[src/rtl/jrmad_pkg.sv]
// Package for the jump-removal moving-average detrend filter.
// Holds widths, register codes, reset values, the sequencer state type,
// divider types and the 24-bit saturation function. Depends on nothing.
`default_nettype none

package jrmad_pkg;

  localparam int LONG_DEPTH_DEF   = 256;
  localparam int SHORT_DEPTH_DEF  = 16;
  localparam int ANALYSIS_MAX_DEF = 1024;

  localparam int SAMPLE_W   = 16;
  localparam int VALUE_W    = 24;
  localparam int THR_W      = 23;
  localparam int LLEN_W     = 8;
  localparam int SLEN_W     = 4;
  localparam int ALEN_W     = 11;
  localparam int CFG_W      = 23;
  localparam int CFG_IDX_W  = 2;
  localparam int LSUM_W     = 32;
  localparam int SSUM_W     = 28;
  localparam int DIVIDEND_W = 32;
  localparam int DIVISOR_W  = 8;
  localparam int MEAN_W     = 25;
  localparam int WIDE_W     = 26;

  localparam logic [CFG_IDX_W-1:0] REG_JUMP_THR     = 2'd0;
  localparam logic [CFG_IDX_W-1:0] REG_LONG_LEN     = 2'd1;
  localparam logic [CFG_IDX_W-1:0] REG_SHORT_LEN    = 2'd2;
  localparam logic [CFG_IDX_W-1:0] REG_ANALYSIS_LEN = 2'd3;

  localparam logic [THR_W-1:0]  JUMP_THR_RST     = 23'd1000;
  localparam logic [LLEN_W-1:0] LONG_LEN_RST     = 8'd51;
  localparam logic [SLEN_W-1:0] SHORT_LEN_RST    = 4'd5;
  localparam logic [ALEN_W-1:0] ANALYSIS_LEN_RST = 11'd256;

  typedef enum logic [3:0] {
    ST_IDLE,
    ST_JUMP,
    ST_OFFS,
    ST_LUPD,
    ST_MID,
    ST_MIDCAP,
    ST_LDIV,
    ST_X2,
    ST_SUPD,
    ST_SDIV,
    ST_SWAIT,
    ST_OUT
  } state_t;

  typedef struct packed {
    logic                          start;
    logic signed [DIVIDEND_W-1:0]  dividend;
    logic [DIVISOR_W-1:0]          divisor;
  } div_req_t;

  typedef struct packed {
    logic                      valid;
    logic signed [MEAN_W-1:0]  quotient;
  } div_rsp_t;

  function automatic logic signed [VALUE_W-1:0] sat24(input logic signed [WIDE_W-1:0] v);
    logic [WIDE_W-VALUE_W:0] hi;
    hi = v[WIDE_W-1:VALUE_W-1];
    if (hi == '0 || hi == '1) begin
      return v[VALUE_W-1:0];
    end else if (v[WIDE_W-1]) begin
      return {1'b1, {(VALUE_W-1){1'b0}}};
    end else begin
      return {1'b0, {(VALUE_W-1){1'b1}}};
    end
  endfunction

endpackage

`default_nettype wire

[src/rtl/jrmad_div.sv]
// Shared signed divider, two quotient bits per cycle, truncating toward zero.
// Serves both the long and the short window means. Depends on jrmad_pkg.
`default_nettype none

module jrmad_div import jrmad_pkg::*; (
  input  wire logic     clk,
  input  wire logic     rst,
  input  wire div_req_t req,
  output div_rsp_t      rsp
);

  localparam int STEPS = DIVIDEND_W / 2;
  localparam int CNT_W = $clog2(STEPS);

  logic                     busy;
  logic                     fix;
  logic                     valid;
  logic [CNT_W-1:0]         cnt;
  logic                     neg;
  logic [DIVIDEND_W-1:0]    q;
  logic [DIVISOR_W-1:0]     rem;
  logic [DIVISOR_W-1:0]     dsr;
  logic signed [MEAN_W-1:0] quot;

  logic [DIVISOR_W:0] r1;
  logic [DIVISOR_W:0] r1s;
  logic [DIVISOR_W:0] r2;
  logic [DIVISOR_W:0] r2s;
  logic               b1;
  logic               b2;

  always_comb begin
    r1  = {rem, q[DIVIDEND_W-1]};
    b1  = r1 >= {1'b0, dsr};
    r1s = b1 ? r1 - {1'b0, dsr} : r1;
    r2  = {r1s[DIVISOR_W-1:0], q[DIVIDEND_W-2]};
    b2  = r2 >= {1'b0, dsr};
    r2s = b2 ? r2 - {1'b0, dsr} : r2;
  end

  always_ff @(posedge clk) begin
    if (rst) begin
      busy  <= 1'b0;
      fix   <= 1'b0;
      valid <= 1'b0;
      cnt   <= '0;
    end else if (req.start) begin
      busy  <= 1'b1;
      fix   <= 1'b0;
      valid <= 1'b0;
      cnt   <= '0;
    end else if (busy) begin
      cnt <= cnt + 1'b1;
      if (cnt == CNT_W'(STEPS - 1)) begin
        busy <= 1'b0;
        fix  <= 1'b1;
      end
    end else if (fix) begin
      fix   <= 1'b0;
      valid <= 1'b1;
    end
  end

  always_ff @(posedge clk) begin
    if (req.start) begin
      neg <= req.dividend[DIVIDEND_W-1];
      q   <= req.dividend[DIVIDEND_W-1] ? DIVIDEND_W'(-req.dividend) : req.dividend;
      rem <= '0;
      dsr <= req.divisor;
    end else if (busy) begin
      q   <= {q[DIVIDEND_W-3:0], b1, b2};
      rem <= r2s[DIVISOR_W-1:0];
    end else if (fix) begin
      quot <= neg ? -$signed(q[MEAN_W-1:0]) : $signed(q[MEAN_W-1:0]);
    end
  end

  assign rsp = '{valid: valid, quotient: quot};

endmodule

`default_nettype wire

[config.mk]
export PLATFORM = sky130hd
export DESIGN_NAME = jrmad_div
export DESIGN_NICKNAME = d
export VERILOG_FILES = /design/src/rtl/jrmad_pkg.sv /design/src/rtl/jrmad_div.sv
export SDC_FILE = /design/constraint.sdc
export NUM_CORES = 1
export LEC_CHECK = 0
export BUFFER_PORTS_ARGS = -buffer_cell sky130_fd_sc_hd__buf_2
export CORE_MARGIN = 3
export CORE_UTILIZATION = 60
export CTS_BUF_LIST = sky130_fd_sc_hd__clkbuf_8
export CTS_CLUSTER_SIZE = 30
export DETAILED_ROUTE_END_ITERATION = 16
export PLACE_DENSITY = 0.81
export SLEW_MARGIN = 20
export SYNTH_ARGS = -nofsm -noshare
export SYNTH_HDL_FRONTEND = slang
export SYNTH_SLANG_ARGS = --single-unit
[constraint.sdc]
create_clock -name clk -period 9.2 [get_ports clk]
set_input_delay 1.38 -clock clk [delete_from_list [all_inputs] [get_ports clk]]
set_output_delay 1.38 -clock clk [all_outputs]
set_load 0.1 [all_outputs]
**Yosys cells after proc, flatten, opt, wreduce, memory -nomap -nowiden**

Cells that the tools add are included.

- Memories: 0
- Latch bits: 0
- Word-level logic and storage cells: 33
- Flip-flop bits (word level): 81
- Memory bits (writable): 0
- Output and inout port bits: 26
- Input port bits: 43
- ROM bits: 0

- Eq/ne operators: 1
- Bitwise logic cells: 2
- Add/subtract/negate cells: 5
- Magnitude comparators: 2
- Reduce and logical (&&, ||, !) cells: 5
- Shift operators: 0
- Multipliers: 0
- Mux-type cells: 9
- Divide/modulo/power cells: 0

Operators with widths:

| operator | count |
|---|---|
| two-way mux 32 bit | 3 |
| negation 32 bit | 1 |
| two-way mux 25 bit | 1 |
| negation 25 bit | 1 |
| greater-or-equal comparator 9 x 8 -> 1 bit | 2 |
| two-way mux 8 bit | 2 |
| subtractor 8 bit | 2 |
| adder 4 x 1 -> 4 bit, second input constant | 1 |
| == test 4 bit, second input constant | 1 |
| two-way mux 1 bit | 3 |
| AND reduction 3 bit | 1 |
| OR reduction 3 bit | 1 |
| inverter 1 bit | 2 |
| AND reduction 2 bit | 1 |
| nonzero test 2 bit | 1 |
| OR reduction 2 bit | 1 |

**Depth between registers and ports, before layout**

- Depth after elaboration: 5
- Gate-level depth with buffers: 17
- Mapped depth without buffers: 16

**Worst setup path before layout**

Ideal clock, no wire load.

- Kind: input-to-reg
- Start point: input req[16] in the netlist's numbering
- End point: register q[28], data pin
- Library setup time: 270 ps
- Data arrival time: 3647 ps
- Stages on the path: 7
- Buffers on the path: 0
- Data required time: 8930 ps
- Slack: 5282 ps
- Path through: or4_4 -> or4_4 -> or3_4 -> or3_4 -> o41ai_2 -> xor2_1 -> a21oi_1

- Longest elaborated chain between the ends: 3

Ends and longest elaborated chain:

| what | RTL line | source |
|---|---|---|
| from (decl) | jrmad_div.sv:8 | `input wire div_req_t req,` |
| negation 32 bit | jrmad_div.sv:67 | `q <= req.dividend[DIVIDEND_W-1] ? DIVIDEND_W'(-req.dividend) : req.dividend;` |
| two-way mux 32 bit | jrmad_div.sv:67 |  |
| two-way mux 32 bit | jrmad_div.sv:65 | `if (req.start) begin` |
| to (signal assigned) | jrmad_div.sv:67 |  |
| to (signal assigned) | jrmad_div.sv:71 | `q <= {q[DIVIDEND_W-3:0], b1, b2};` |
| to (decl) | jrmad_div.sv:20 | `logic [DIVIDEND_W-1:0] q;` |

Every way passes these cells.
A chain may end at the register's enable or synchronous reset.

**Worst setup path after layout**

- Start point: register dsr[3]
- End point: register rem[1]

- Longest elaborated chain between the ends: 4
- Elaborated cells on any way between the ends: 6
- Those cells by class: add/sub: 2; order compare: 2; mux: 2

Ends and longest elaborated chain:

| what | RTL line | source |
|---|---|---|
| from (decl) | jrmad_div.sv:22 | `logic [DIVISOR_W-1:0] dsr;` |
| from (signal assigned) | jrmad_div.sv:69 | `dsr <= req.divisor;` |
| greater-or-equal comparator 9 x 8 -> 1 bit / subtractor 8 bit (equally long branches) | jrmad_div.sv:34, jrmad_div.sv:35 |  |
| two-way mux 8 bit | jrmad_div.sv:35 | `r1s = b1 ? r1 - {1'b0, dsr} : r1;` |
| subtractor 8 bit / greater-or-equal comparator 9 x 8 -> 1 bit (equally long branches) | jrmad_div.sv:38, jrmad_div.sv:37 |  |
| two-way mux 8 bit (*) | jrmad_div.sv:38 | `r2s = b2 ? r2 - {1'b0, dsr} : r2;` |
| to (signal assigned) | jrmad_div.sv:72 | `rem <= r2s[DIVISOR_W-1:0];` |
| to (decl) | jrmad_div.sv:21 | `logic [DIVISOR_W-1:0] rem;` |

Mark *: on every way between the ends. The rest lies on a longest branch, timed or not.

==> results.sh <==
export IMPL_outcome="completed"
export IMPL_vdd_ir_drop_max_uv=168
export IMPL_tightest_slew_ns=1.08
export IMPL_cts_repair_resized=0
export IMPL_crit_type="reg -> reg"
export IMPL_dieArea_sq_mm=0.00919
export IMPL_wl_per_cell_um=15.2
export IMPL_path_clk_slew_ns=0.08
export IMPL_worstSkewPairLatency_ns=0.35
export IMPL_ctsHoldBuffers=0
export IMPL_rsz0062_at_grt="no"
export IMPL_die_width_um=95.8
export IMPL_worstPathMaxFanout=10
export IMPL_avgViaCountPerCell=5.90
export IMPL_min_period_ns=4.33
export IMPL_dr_total_vias=3795
export IMPL_start_util=0.624
export IMPL_avgSynthCellArea_sq_um=10.2
export IMPL_drt_iter0_drc=180
export IMPL_ys_ff_latch=81
export IMPL_cts_root_buf="clkbuf_8"
export IMPL_io_buffers=68
export IMPL_synth_enable_flop_cells=66
export IMPL_grtUsageTotal=0.220
export IMPL_finalSetupViolCount=0
export IMPL_finClkSkew_ns=0.00664
export IMPL_drc=0
export IMPL_clkSinkCount=81
export IMPL_synth_ff_type="edfxtp_1"
export IMPL_fin_tns_setup_ns=0
export IMPL_synth_top_cell_area_share=0.409
export IMPL_cts_setup_buffers=0
export IMPL_nets=600
export IMPL_antenna_found_initial=0
export IMPL_max_clock_freq_mhz=231
export IMPL_cts_tree="built"
export IMPL_p_per_area_mw_per_mm2=217
export IMPL_dp_cells=627
export IMPL_n_antenna_cell=0
export IMPL_first_pass_iters=5
export IMPL_dp_hpwl_um=7210
export IMPL_place_gp_congestion=0.982
export IMPL_synth_cell_type_count=52
export IMPL_synth_top_family_by_area="compound AO/OA/AOI/OAI gates"
export IMPL_hold_path_class="reg -> reg"
export IMPL_p_leak_nw=2.13
export IMPL_synth_fa_ha_area_frac=0.0573
export IMPL_synthTopCellsByArea="edfxtp_1 41%, xor2_1 6.3%, dfxtp_1 6.2%, xnor2_1 5.2%, a21oi_1 5.0%"
export IMPL_placementRows=32
export IMPL_synth_xor_xnor_area_share=0.116
export IMPL_async_reset_ff_frac=0
export IMPL_fin_area_sq_mm=0.00545
export IMPL_hold_viol=0
export IMPL_start_kind="register"
export IMPL_slew_headroom=0.282
export IMPL_dieHeight_um=95.8
export IMPL_yosysTopAreaCell="edfxtp_1"
export IMPL_h_tree_depth=3
export IMPL_max_stage_delay_ns=0.57
export IMPL_grt_pass1_vias=3525
export IMPL_fin_crit_sh=0.471
export IMPL_required_ns=9.49
export IMPL_cts_buffers=9
export IMPL_core_area_sq_mm=0.00777
export IMPL_synth_compound_area_frac=0.166
export IMPL_clock_path_buffers=2
export IMPL_max_cap_viol_count=0
export IMPL_yosys_area_share_simple=0.133
export IMPL_grt_pass1_wl_um=15800
export IMPL_end_kind="register"
export IMPL_drive_above_1_share=0.185
export IMPL_drv_slew=0
export IMPL_crit_top_cell="ha_1"
export IMPL_grt_max_degree=83
export IMPL_io_pin_count=69
export IMPL_wl_um=9800
export IMPL_critical_path_slowest_cell="a2111oi_0"
export IMPL_synthCells=473
export IMPL_dpl_cell_area_sq_mm=0.00525
export IMPL_crit_chain="inv_1 -> ha_1 -> a21o_1 -> a21oi_1 -> a2bb2oi_1 -> nand2_1 -> mux2_2 -> ha_1 -> and3_1 -> a41o_1 -> a211oi_1 -> o21ai_1 -> a2111oi_0 -> a311o_1"
export IMPL_yosys_warnings=0
export IMPL_synth_fp_nets=537
export IMPL_ant_nets=0
export IMPL_syn_to_final_growth_pct=12.6
export IMPL_synth_seq_area_share=0.471
export IMPL_arrival_ns=4.63
export IMPL_final_cells=643
export IMPL_synthesis_area_sq_mm=0.00484
export IMPL_synth_area_mux_share=0.0282
export IMPL_grt_overflow_total=0
synthesized netlist by cell type, types with 4 or more instances:
cell type	number
o31ai_1	15
o41ai_1	5
inv_1	19
buf_1	4
xor2_1	35
clkbuf_1	12
mux2_2	5
dfxtp_1	15
nor3_1	6
nand2b_1	5
mux2i_1	8
a21o_1	6
o21a_1	4
o21ai_0	25
ha_1	19
or3_1	8
nor2_1	54
a21oi_1	48
xnor2_1	29
or4_1	5
edfxtp_1	66
a211oi_1	6
nand2_1	24
final cells by class:
class	count	area, sq um
multi-input combinational	356	2420
fill	613	2310
sequential	81	2280
timing repair buffer	69	348
tap	102	128
clock buffer	9	124
clock inverter	7	78.8
inverter	19	71.3
power by group:
group          switching [mW]  internal (mW)  leakage [nW]  total (mW)
Clock                   0.138          0.128        0.0977       0.266
Sequential             0.0357          0.441         0.750       0.477
Combinational           0.240          0.199          1.29       0.439
path summary, 6_finish.rpt:
kind	startpoint	end	slack, ns	cells after the start
min reg2reg	valid	valid	0.48	2
min	valid	valid	0.48	2
max	dsr[3]	rem[1]	4.87	14
max reg2reg	dsr[3]	rem[1]	4.87	14
critical path: cells and delay by family, from the launching register on:
| family | cells | cell delay, ns |
|---|---|---|
| AO/OA/AOI/OAI | 8 | 2.29 |
| buffers and inverters | 1 | 0.09 |
| multiplexers | 1 | 0.38 |
| flip-flops | 1 | 0.37 |
| AND/OR/NAND/NOR | 2 | 0.50 |
| adder cells (fa/ha/maj) | 2 | 0.64 |
logic make-up (layout without fill, tap and decap cells):
| family | Yosys count | after routing |
|---|---|---|
| simple gates | 130 | 130 |
| fa+ha+maj | 21 | 21 |
| flops | 81 | 81 |
| xor+xnor | 64 | 64 |
| buf+inv | 36 | 104 |
| mux | 13 | 13 |
| compound gates | 128 | 128 |
routing by layer:
| metal | vias to the layer above | global-route usage | share of wire |
|---|---|---|---|
| li1 | 1856 | - | - |
| met1 | 1809 | 0.267 | 0.41 |
| met2 | 115 | 0.380 | 0.52 |
| met3 | 15 | 0.0500 | 0.054 |
| met4 | 0 | 0.0818 | 0.018 |
| met5 | - | 0 | 0 |
metrics by stage:
stage / util / hold slack, ns / setup slack (ns) / total power [mW]
3_3_place_gp: 0.676 / 0.460 / 5.06 / 0.894
5_1_grt: 0.702 / 0.550 / 4.56 / 1.25
4_1_cts: 0.702 / 0.493 / 4.97 / 1.18
3_5_place_dp: 0.676 / 0.470 / 4.98 / 0.911
2_1_floorplan: - / 0.438 / 5.28 / 0.812
6_report: 0.702 / 0.483 / 4.87 / 1.18
cell usage in the layout (no fill, tap or decap), types with 3 or more instances in the layout:
cell type / count
xor2_1: 35
o21ai_0: 25
o31ai_1: 15
nor2_1: 54
xnor2_1: 29
a21oi_1: 48
nor2b_1: 3
buf_2: 68
o41ai_1: 5
a21o_1: 6
dfxtp_1: 15
mux2_2: 5
nand2b_1: 5
and3_1: 3
edfxtp_1: 66
inv_1: 18
nand2_1: 24
or3_1: 8
nand3b_1: 3
o21a_1: 4
mux2i_1: 8
clkbuf_8: 9
or4_1: 5
nor3_1: 6
nand3_1: 3
ha_1: 19
a211oi_1: 6
a31oi_1: 3
and2_1: 3
state kept, by name, indices dropped and copies added, names as in the netlist:
signal / flops
quot: 25
q: 32
neg: 1
busy: 1
dsr: 8
fix: 1
cnt: 4
valid: 1
rem: 8
No activity file was read; power rests on OpenSTA's default activity.
